`config.mk`:
```
export PLATFORM = sky130hd
export DESIGN_NAME = lzwct_queue
export DESIGN_NICKNAME = d
export VERILOG_FILES = /design/src/rtl/core/lzw_code_table_top_assert.svh /design/src/rtl/core/lzwct_pkg.sv /design/src/rtl/core/lzwct_queue.sv
export SDC_FILE = /design/constraint.sdc
export NUM_CORES = 1
export LEC_CHECK = 0
export ABC_CLOCK_PERIOD_IN_PS = 2450
export BUFFER_PORTS_ARGS = -buffer_cell sky130_fd_sc_hd__buf_2
export CAP_MARGIN = 20
export CELL_PAD_IN_SITES_DETAIL_PLACEMENT = 1
export CELL_PAD_IN_SITES_GLOBAL_PLACEMENT = 2
export CORE_MARGIN = 5
export CORE_UTILIZATION = 30
export CTS_CLUSTER_SIZE = 20
export DETAILED_ROUTE_END_ITERATION = 8
export PLACE_DENSITY = 0.65
export SLEW_MARGIN = 20
export SYNTH_ARGS = -nofsm -noshare
export SYNTH_HDL_FRONTEND = slang
export SYNTH_SLANG_ARGS = --single-unit
export TNS_END_PERCENT = 100
```
`constraint.sdc`:
```
create_clock -name clock -period 2.45 [get_ports clock]
set_clock_uncertainty 0.15 [all_clocks]
set_input_delay 0.1225 -clock clock [delete_from_list [all_inputs] [get_ports clock]]
set_output_delay 0.1225 -clock clock [all_outputs]
set_load 0.005 [all_outputs]
```
`src/rtl/core/lzw_code_table_top_assert.svh`:
```
// ----------------------------------------------------------------------------
// LZW code table assertion macros
// Concurrent assertion wrappers that compile away in synthesis.
// ----------------------------------------------------------------------------
`ifndef LZW_CODE_TABLE_TOP_ASSERT_SVH
`define LZW_CODE_TABLE_TOP_ASSERT_SVH
`ifndef SYNTHESIS
`define LZWCT_ASSERT_IMPLY(label, clk, rst, ante, cons) \
   label: assert property (@(posedge clk) disable iff (rst) (ante) |-> (cons)) \
      else $error("lzw code table assertion failed");
`define LZWCT_ASSERT_NEXT(label, clk, rst, ante, cons) \
   label: assert property (@(posedge clk) disable iff (rst) (ante) |=> (cons)) \
      else $error("lzw code table assertion failed");
`else
`define LZWCT_ASSERT_IMPLY(label, clk, rst, ante, cons)
`define LZWCT_ASSERT_NEXT(label, clk, rst, ante, cons)
`endif
`endif

```
`src/rtl/core/lzwct_pkg.sv`:
```
// ----------------------------------------------------------------------------
// LZW code table package
// Shared constants, codes and beat types of the LZW code table.
// ----------------------------------------------------------------------------
package lzwct_pkg;

   localparam int TABLE_DEPTH  = 4096;
   localparam int MAX_CODE_LEN = 64;
   localparam int QUEUE_DEPTH  = 4;

   localparam int IDX_W  = 12;
   localparam int BYTE_W = 8;
   localparam int LEN_W  = 7;
   localparam int CNT_W  = 13;
   localparam int CFG_W  = 13;
   localparam int OP_W   = 2;
   localparam int ST_W   = 2;
   localparam int KIND_W = 2;
   localparam int RB_W   = $clog2(MAX_CODE_LEN);
   localparam int QPTR_W = $clog2(QUEUE_DEPTH);

   localparam logic [CFG_W-1:0] LIMIT_RESET = CFG_W'(4096);

   localparam logic [OP_W-1:0] OP_ADD    = 2'd0;
   localparam logic [OP_W-1:0] OP_EXTEND = 2'd1;
   localparam logic [OP_W-1:0] OP_SET    = 2'd2;
   localparam logic [OP_W-1:0] OP_GET    = 2'd3;

   localparam logic [ST_W-1:0] ST_OK         = 2'd0;
   localparam logic [ST_W-1:0] ST_FULL       = 2'd1;
   localparam logic [ST_W-1:0] ST_UNASSIGNED = 2'd2;
   localparam logic [ST_W-1:0] ST_TOO_LONG   = 2'd3;

   localparam logic [KIND_W-1:0] K_STATUS = 2'd0;
   localparam logic [KIND_W-1:0] K_WRITE  = 2'd1;
   localparam logic [KIND_W-1:0] K_SETSUF = 2'd2;
   localparam logic [KIND_W-1:0] K_GET    = 2'd3;

   typedef struct packed {
      logic [OP_W-1:0]   operation;
      logic [IDX_W-1:0]  code_index;
      logic [BYTE_W-1:0] byte_value;
   } req_type;

   typedef struct packed {
      logic [IDX_W-1:0]  new_index;
      logic [BYTE_W-1:0] data_byte;
      logic              last;
      logic [ST_W-1:0]   status;
   } rsp_type;

   typedef struct packed {
      logic [KIND_W-1:0] kind;
      logic [ST_W-1:0]   status;
      logic [IDX_W-1:0]  code_index;
      logic [IDX_W-1:0]  link;
      logic [BYTE_W-1:0] byte_value;
      logic [LEN_W-1:0]  length;
   } cmd_type;

endpackage

```
`src/rtl/core/lzwct_queue.sv`:
```
// ----------------------------------------------------------------------------
// LZW code table command queue
// Short first-in first-out buffer between the front end and the back end.
// ----------------------------------------------------------------------------
module lzwct_queue
   import lzwct_pkg::*;
(
   input  logic    clock,
   input  logic    reset,
   input  logic    push,
   input  cmd_type push_cmd,
   input  logic    pop,
   output cmd_type head,
   output logic    q_full,
   output logic    q_empty
);

   cmd_type           q_mem [QUEUE_DEPTH];
   logic [QPTR_W-1:0] wr_ptr_ff, wr_ptr_in;
   logic [QPTR_W-1:0] rd_ptr_ff, rd_ptr_in;
   logic [QPTR_W:0]   count_ff, count_in;

   assign q_full  = (count_ff == (QPTR_W+1)'(QUEUE_DEPTH));
   assign q_empty = (count_ff == '0);
   assign head    = q_mem[rd_ptr_ff];

   always_comb begin
      wr_ptr_in = push ? wr_ptr_ff + QPTR_W'(1) : wr_ptr_ff;
      rd_ptr_in = pop ? rd_ptr_ff + QPTR_W'(1) : rd_ptr_ff;
      count_in  = count_ff;
      if (push && !pop) begin
         count_in = count_ff + (QPTR_W+1)'(1);
      end else if (pop && !push) begin
         count_in = count_ff - (QPTR_W+1)'(1);
      end
   end

   always_ff @(posedge clock) begin
      if (reset) begin
         wr_ptr_ff <= '0;
         rd_ptr_ff <= '0;
         count_ff  <= '0;
      end else begin
         wr_ptr_ff <= wr_ptr_in;
         rd_ptr_ff <= rd_ptr_in;
         count_ff  <= count_in;
      end
   end

   always_ff @(posedge clock) begin
      if (push) begin
         q_mem[wr_ptr_ff] <= push_cmd;
      end
   end

endmodule

```
==> reports/metrics.yaml, run 1 <==
insertedDiodeCount: 0
rsz0062_at_grt: "false"
yosys_register_bits: 181
cts_sinks: 181
first_pass_iters: 4
antenna_found_initial: 0
synth.yosys.seq_area_share: 0.799
synth_ff_type: "sky130_fd_sc_hd__edfxtp_1"
async_reset_ff_frac: 0
dieWidth_um: 159
drt-vias-per-instance: 4.47
min_period_over_period: 0.857
grt_use_total: 0.107
pwr_density_cell_nw_per_um2: 825
gp_routability_congestion: 0.660
cts_buf_count: 17
synth_most_common_cell: "sky130_fd_sc_hd__edfxtp_1"
start_kind: "register"
holdCritPathClass: "in -> reg"
clock_tree_buf_depth: 2
global_route_wire_length_before_repair_mm: 20.8
clock.fmax_mhz: 476
final_nets: 479
critical-path-top-delay-family: "multiplexers"
route.detailed.drc: 0
layout-drive-gt1-share: 0.397
fillCellCount: 2151
clk_pin_slew_worst_paths_ps: 60
synth_warnings: 0
vias_in_the_first_global_route: 3644
maxcap_violations: 0
timing.final.setup_violations: 0
area_delta_synth_final_pct: 27.9
path_buf_inv: 2
cp_cell_sequence: "buf_12, mux4_1, buf_2"
synthesis.area_um2: 6690
synth_edf_count: 172
post-synth-top-area-cell: "sky130_fd_sc_hd__edfxtp_1"
postSynthNetCount: 322
final_core_utilization: 0.391
dpl_cell_area_um2: 7490
cp_max_fo: 27
irDropWorstVdd_v: 0.000432
vias: 3197
clock_insertion_delay_at_the_later_pin_of_the_skew_report_ps: 410
worst_slew_margin_rel: 0.698
routed_wirelength_mm: 13.4
hpwl_mm: 8.18
category_of_the_worst_setup_path_capture_point: "output port"
buffer_ports.inserted: 91
globalRoute.totalOverflow: 0
power.leakage_uw: 0.00293
floorplan.initialDensity: 0.306
synth_common_cells: "172 x sky130_fd_sc_hd__edfxtp_1, 40 x sky130_fd_sc_hd__mux4_2, 9 x sky130_fd_sc_hd__dfxtp_1"
floorplan.die_area_um2: 25400
cp.arrival_ps: 1830
status: "finished clean"
syn_inst: 269
setup_tns_ps: 0
boundaryPins: 92
timing_worst_setup_path_type: "reg -> out"
h_tree_levels: 4
post_cts.repair.setup_buffers: 0
max_slew.worst_pin.slew_ps: 453
synthesis.area_per_instance_um2: 24.9
cpPeakStageDelay_ps: 630
finish.instance_area_um2: 8550
critical-path-slowest-cell: "sky130_fd_sc_hd__mux4_1"
antenna_left: 0
r2r_setup_slack_ps: 790
grt_max_degree: 44
die_h_um: 159
std_cell_rows: 54
required_ps: 2180
report.final.hold_viol_count: 0
detailedRoute.firstIterationViolations: 129
clock-root-buffer: "sky130_fd_sc_hd__clkbuf_16"
synth.top_cell.area_share: 0.772
synth_cell_type_count: 22
fin_hold_ws_ps: 311
timing.final.crit_period_ps: 2100
cts_tree: "built"
pins_over_slew_limit: 0
leading_post_synthesis_cells_by_cell_area: "sky130_fd_sc_hd__edfxtp_1 77%, sky130_fd_sc_hd__mux4_2 13%, sky130_fd_sc_hd__dfxtp_1 2.7%"
core_area_um2: 21900
route.detailed.wl_per_inst_um: 18.7
## layout by cell type, fill, tap and decap left out, drive strengths merged
cell | synthesis | layout
a21oi | 1 | 1
and2 | 4 | 4
buf | 9 | 102
bufinv | 0 | 4
clkbuf | 2 | 19
clkinv | 0 | 4
clkinvlp | 0 | 1
dfxtp | 9 | 9
dlygate4sd3 | 0 | 47
edfxtp | 172 | 172
fa | 1 | 1
ha | 5 | 5
inv | 4 | 5
mux2i | 2 | 2
mux4 | 43 | 43
nand2 | 1 | 1
nor2 | 7 | 7
nor3 | 1 | 1
nor3b | 1 | 1
o21ai | 1 | 1
or3 | 1 | 1
xnor2 | 2 | 2
xor2 | 3 | 3
## layer usage
layer  global-route usage  vias up  wire [µm]
met3               0.0373       10        554
met5                    0        -          0
met2                0.185       58       6960
met1                0.128     1694       5730
met4               0.0291        0        123
li1                     -     1435          -
## what timing repair did
item | CTS | global route
hold buffers | 47 | 0
hold endpoints to repair | 181 | 0
gates resized for setup | 0 | 0
## sequential cells by signal, summed over array words and instances, names as in the netlist, named ones only
register	flops
q_mem	172
rd_ptr_ff	2
count_ff	3
wr_ptr_ff	2
## where the power goes
part | internal (µW) | switching [µW] | total [µW]
combinational | 361 | 334 | 696
sequential | 3550 | 43.3 | 3590
clock | 1690 | 1080 | 2770
total | 5600 | 1460 | 7060
## through the flow
| step | setup WS (ps) | instances | power [µW] |
|---|---|---|---|
| after floorplan | 318 | 269 | 4030 |
| after global placement | 735 | 640 | 4300 |
| after detailed placement | 680 | 640 | 4320 |
| after CTS | 280 | 716 | 7170 |
| after global routing | 238 | 716 | 7370 |
| final | 350 | 716 | 7060 |
## final timing paths
path,startpoint,end,cells after the start
setup reg to reg,count_ff[0],count_ff[2],4
hold reg to reg,rd_ptr_ff[1],register,2
setup / recovery,register,head[29],3
hold / removal,push_cmd[11],q_mem[1][11],2
## layout make-up
type	instances	area [µm²]	area share
clock inverter	10	158	0.0184
tap	280	350	0.0410
timing repair buffer	149	1030	0.121
sequential	181	5350	0.625
multi-input combinational	73	1210	0.142
clock buffer	19	433	0.0506
inverter	4	15.0	0.00176
## cells by family after synthesis
group | synth area share
multiplexers | 0.149
adder cells (fa/ha/maj) | 0.0123
AND/OR/NAND/NOR | 0.0110
AO/OA/AOI/OAI | 0.00150
XOR/XNOR | 0.00655
buffers and inverters | 0.0200
flip-flops | 0.799
Note: power is estimated with default switching activity, not from simulation.
==> inputs of run 2 (changes only) <==
--- a/config.mk
+++ b/config.mk
@@ -15,6 +15,7 @@
 export CTS_CLUSTER_SIZE = 20
 export DETAILED_ROUTE_END_ITERATION = 8
 export PLACE_DENSITY = 0.65
+export REMOVE_ABC_BUFFERS = 1
 export SLEW_MARGIN = 20
 export SYNTH_ARGS = -nofsm -noshare
 export SYNTH_HDL_FRONTEND = slang
==> run 2 against run 1 <==
Final cell count grew 0.56%. Fmax is 5.7% lower. Worst setup slack got worse by 130 ps. Via count decreased by 0.91%. Utilization up 0.44 points. Worst hold slack worse by 16 ps. Count of clock-buffer cells in the layout unchanged.
==> reports/metrics.yaml, run 2 (synthesis results as in run 1) <==
layout-drive-gt1-share: 0.407
maxcap_violations: 0
comb_power_share: 0.100
detailedRoute.firstIterationViolations: 130
antenna_left: 0
pwr-share-clk: 0.381
max_ffs_per_register: 172
rsz0062_at_grt: "false"
drt-vias-per-instance: 4.40
final_common_cell: "sky130_fd_sc_hd__edfxtp_1"
clock_tree_buf_depth: 2
routed_wirelength_mm: 13.5
postLayoutSetupSlackWorst_ps: 224
worst_slew_margin_rel: 0.598
layout_common_cells: "172 x sky130_fd_sc_hd__edfxtp_1, 91 x sky130_fd_sc_hd__buf_2, 47 x sky130_fd_sc_hd__dlygate4sd3_1"
first_pass_iters: 4
power.leakage_uw: 0.00296
setup_tns_ps: 0
insertedDiodeCount: 0
cts_sinks: 181
timing_worst_setup_path_type: "reg -> out"
buffer_ports.inserted: 91
top_reg_by_flops: "q_mem"
post_cts_repair_resize_count: 0
clock.fmax_mhz: 449
cts_buf_count: 17
cp_max_fo: 16
clock-root-buffer: "sky130_fd_sc_hd__clkbuf_16"
report.final.hold_viol_count: 0
max_slew.worst_pin.slew_ps: 602
cell_internal_pwr_uw: 5450
h_tree_levels: 4
antenna_found_initial: 0
area_delta_synth_final_pct: 29.3
cp.arrival_ps: 1950
grt_use_total: 0.112
boundaryPins: 92
fin_hold_ws_ps: 295
pwr_density_cell_nw_per_um2: 807
dieWidth_um: 159
timing.final.crit_period_ps: 2230
sw_frac_of_total: 0.219
die_h_um: 159
r2r_setup_slack_ps: 710
irDropWorstVdd_v: 0.000455
min_period_over_period: 0.909
biggestRegsByFlops: "q_mem (172), count_ff (3)"
clock_insertion_delay_at_the_later_pin_of_the_skew_report_ps: 420
global_route_wire_length_before_repair_mm: 21.6
globalRoute.totalOverflow: 0
timing.final.setup_violations: 0
route.detailed.wl_per_inst_um: 18.8
floorplan.initialDensity: 0.306
post_layout_power_uw: 6980
core_area_um2: 21900
category_of_the_worst_setup_path_capture_point: "output port"
vias: 3168
holdCritPathClass: "in -> reg"
dp_worst_setup_slack_ps: 606
final_nets: 480
cts_tree: "built"
floorplan.die_area_um2: 25400
final-instance-count-excl-fill: 720
status: "finished clean"
grt_max_degree: 31
vias_in_the_first_global_route: 3704
placed_cells: 641
std_cell_rows: 54
gp_routability_congestion: 0.631
start_kind: "register"
clk_pin_slew_worst_paths_ps: 70
power.switching_uw: 1530
required_ps: 2180
route.detailed.drc: 0
pins_over_slew_limit: 0
hpwl_mm: 8.55
pwr-share-seq: 0.519
==> run 2: power by group through the flow <==
stage / clock network, µW / logic, µW / registers, µW
after CTS: 2750 / 720 / 3630
after global placement: 0 / 645 / 3680
final: 2660 / 695 / 3620
after global routing: 2900 / 766 / 3640
after detailed placement: 0 / 657 / 3690
after floorplan: 0 / 301 / 3690
==> run 2: worst paths after layout <==
check               start            to  depth (start not counted)
min reg2reg   count_ff[2]   count_ff[2]                          2
max              register      head[38]                          3
min          push_cmd[21]  q_mem[2][21]                          2
max reg2reg  wr_ptr_ff[0]  q_mem[2][31]                          4
==> run 2: worst max-delay path: stages (launching register included) <==
cell	delay [ps]
sky130_fd_sc_hd__dfxtp_4	590
sky130_fd_sc_hd__buf_12	220
sky130_fd_sc_hd__mux4_1	560
sky130_fd_sc_hd__buf_2	150
==> run 2: metrics by stage <==
step	util	area, µm²
after floorplan	-	6570
after global placement	0.347	7600
after detailed placement	0.347	7600
after CTS	0.395	8650
after global routing	0.395	8650
final	0.395	8650
==> run 2: area by class of cell <==
| cell class | count | area (µm²) |
|---|---|---|
| fill | 2144 | 13200 |
| sequential | 181 | 5350 |
| multi-input combinational | 73 | 1210 |
| timing repair buffer | 150 | 1140 |
| clock buffer | 19 | 433 |
| tap | 280 | 350 |
| clock inverter | 13 | 146 |
| inverter | 4 | 15.0 |
==> run 2: repair_timing <==
| item | 4_1_cts | 5_1_grt |
|---|---|---|
| endpoints found under the setup margin | 0 | 0 |
| buffers inserted | 0 | 0 |
| endpoints found under the hold margin | 181 | 0 |
| hold buffers | 47 | 0 |
==> run 2: layer usage <==
layer | global-route usage | part of all wire | vias up | wire length (µm)
met5 | 0 | 0 | - | 0
met4 | 0.0376 | 0.014 | 0 | 184
met3 | 0.0383 | 0.049 | 12 | 665
met2 | 0.180 | 0.50 | 68 | 6740
met1 | 0.142 | 0.44 | 1642 | 5920
li1 | - | - | 1446 | -
==> inputs of run 3 (changes only) <==
--- a/config.mk
+++ b/config.mk
@@ -5,7 +5,7 @@
 export SDC_FILE = /design/constraint.sdc
 export NUM_CORES = 1
 export LEC_CHECK = 0
-export ABC_CLOCK_PERIOD_IN_PS = 2450
+export ABC_CLOCK_PERIOD_IN_PS = 2490
 export BUFFER_PORTS_ARGS = -buffer_cell sky130_fd_sc_hd__buf_2
 export CAP_MARGIN = 20
 export CELL_PAD_IN_SITES_DETAIL_PLACEMENT = 1
==> constraint.sdc (replaced) <==
create_clock -name clock -period 2.49 [get_ports clock]
set_clock_uncertainty 0.15 [all_clocks]
set_input_delay 0.1245 -clock clock [delete_from_list [all_inputs] [get_ports clock]]
set_output_delay 0.1245 -clock clock [all_outputs]
set_load 0.005 [all_outputs]
==> run 3 against run 2 <==
Clock power shrank 6%. Wire length shrank 3.6%. Highest routed layer is now met5. Final area shrank 1.2%. First-iteration DRC count grew 62%. Critical path type unchanged.
==> reports/metrics.yaml, run 3 (synthesis results as in run 1) <==
finish.instance_area_um2: 8540
dieWidth_um: 159
max_ffs_per_register: 172
cts_sinks: 181
die_h_um: 159
grt_use_total: 0.104
vias: 3157
gp_routability_congestion: 0.681
cp_cell_sequence: "buf_4, mux4_2, buf_2"
h_tree_levels: 4
antenna_found_initial: 1
cp_max_fo: 18
power.leakage_uw: 0.00290
global_route.usage.met3: 0.0326
timing.final.setup_violations: 0
post_cts.repair.setup_buffers: 0
global_route_wire_length_before_repair_mm: 20.3
min_period_over_period: 0.907
final_nets: 477
cts_buf_count: 17
worst_hold_startpoint: "push_cmd[42]"
insertedDiodeCount: 0
post_cts_repair_resize_count: 0
biggestRegsByFlops: "q_mem (172), count_ff (3)"
pins_over_slew_limit: 0
r2r_setup_slack_ps: 710
critical-path-top-delay-family: "flip-flops"
boundaryPins: 92
clock_tree_buf_depth: 2
globalRoute.totalOverflow: 0
pwr_density_cell_nw_per_um2: 788
route.detailed.drc: 0
dpl_cell_area_um2: 7520
cpPeakStageDelay_ps: 690
worst_r2r_startpoint: "wr_ptr_ff[1]"
timing.final.crit_period_ps: 2260
detailedRoute.firstIterationViolations: 210
vias_in_the_first_global_route: 3556
report.final.hold_viol_count: 0
clock-root-buffer: "sky130_fd_sc_hd__clkbuf_16"
grt_max_degree: 38
top_reg_by_flops: "q_mem"
hpwl_mm: 8.13
cp.arrival_ps: 1980
final_core_utilization: 0.390
globalRouteMet1Util: 0.132
layout-drive-gt1-share: 0.403
rsz0062_at_grt: "false"
worst_slew_margin_rel: 0.623
clock.fmax_mhz: 443
critical-path-slowest-cell: "sky130_fd_sc_hd__dfxtp_2"
ctsHoldBuffers: 47
critical_path_cell_count: 3
clock_insertion_delay_at_the_later_pin_of_the_skew_report_ps: 420
path_buf_inv: 2
clk_pin_slew_worst_paths_ps: 70
holdCritPathClass: "in -> reg"
antenna_left: 0
rr_worst_depth: 4
core_area_um2: 21900
layout_common_cells: "172 x sky130_fd_sc_hd__edfxtp_1, 91 x sky130_fd_sc_hd__buf_2, 47 x sky130_fd_sc_hd__dlygate4sd3_1"
required_ps: 2220
start_kind: "register"
cts_tree: "built"
max_slew.worst_pin.slew_ps: 566
std_cell_rows: 54
drt-vias-per-instance: 4.40
area_delta_synth_final_pct: 27.7
use_met2: 0.173
irDropWorstVdd_v: 0.000444
maxcap_violations: 0
status: "finished clean"
first_pass_iters: 4
fillCellCount: 2149
routed_wirelength_mm: 13.0
category_of_the_worst_setup_path_capture_point: "output port"
cp-endpoint: "head[2]"
final_common_cell: "sky130_fd_sc_hd__edfxtp_1"
timing_worst_setup_path_type: "reg -> out"
reg2reg_to: "q_mem[1][18]"
floorplan.die_area_um2: 25400
globalRoute.busiestLayer: "met2"
floorplan.initialDensity: 0.306
route.detailed.wl_per_inst_um: 18.2
buffer_ports.inserted: 91
run 3: cell types whose count changed in the layout (fill, tap and decap cells not counted), sizes merged:
cell,delta
clkinvlp,+5
clkinv,-3
buf,-3
inv,-1
bufinv,-1
run 3: worst min path at each step:
| stage | slack [ps] | cells after the start | end |
|---|---|---|---|
| 6_report | 300 | 2 | q_mem[0][42] |
| 5_1_grt | 300 | 2 | q_mem[1][21] |
| 4_1_cts | 290 | 2 | q_mem[2][11] |
| 3_5_place_dp | 190 | 1 | q_mem[3][37] |
| 3_3_place_gp | 190 | 1 | q_mem[3][34] |
| 2_1_floorplan | 40 | 1 | count_ff[2] |
run 3: final cells by class:
class | instances | area (µm²) | area share
Sequential cell | 181 | 5350 | 0.626
Multi-Input combinational cell | 73 | 1210 | 0.142
Timing Repair Buffer | 147 | 1060 | 0.124
Clock buffer | 19 | 433 | 0.0507
Tap cell | 280 | 350 | 0.0410
Clock inverter | 13 | 125 | 0.0146
Inverter | 4 | 15.0 | 0.00176
run 3: per-layer routing:
metal	share of wire	wire [µm]	vias up
met5	0.00054	7	-
met4	0.010	131	2
met3	0.044	579	12
met2	0.50	6470	74
met1	0.45	5840	1639
li1	-	-	1430
run 3: worst register-to-register path, delay by kind of cell (launching register included):
family / cells / cell delay [ps]
fa+ha+maj: 1 / 130
simple gates: 1 / 470
flops: 1 / 340
buf+inv: 2 / 370
run 3: per-stage QoR:
stage	total power [µW]	hold slack [ps]	TNS, ps	cells	setup WS (ps)
after floorplan	3930	43.6	-12850	258	-348
after global placement	4240	185	0	638	644
after detailed placement	4260	194	0	638	653
after CTS	6830	286	0	717	190
after global routing	7000	295	0	717	140
final	6730	303	0	717	232
run 3: where the power goes:
part	internal, µW	switching, µW	leakage, µW	total [µW]
logic	362	313	0.000992	675
registers	3490	63.1	0.00166	3550
clock network	1390	1120	0.000250	2500
total	5240	1490	0.00290	6730
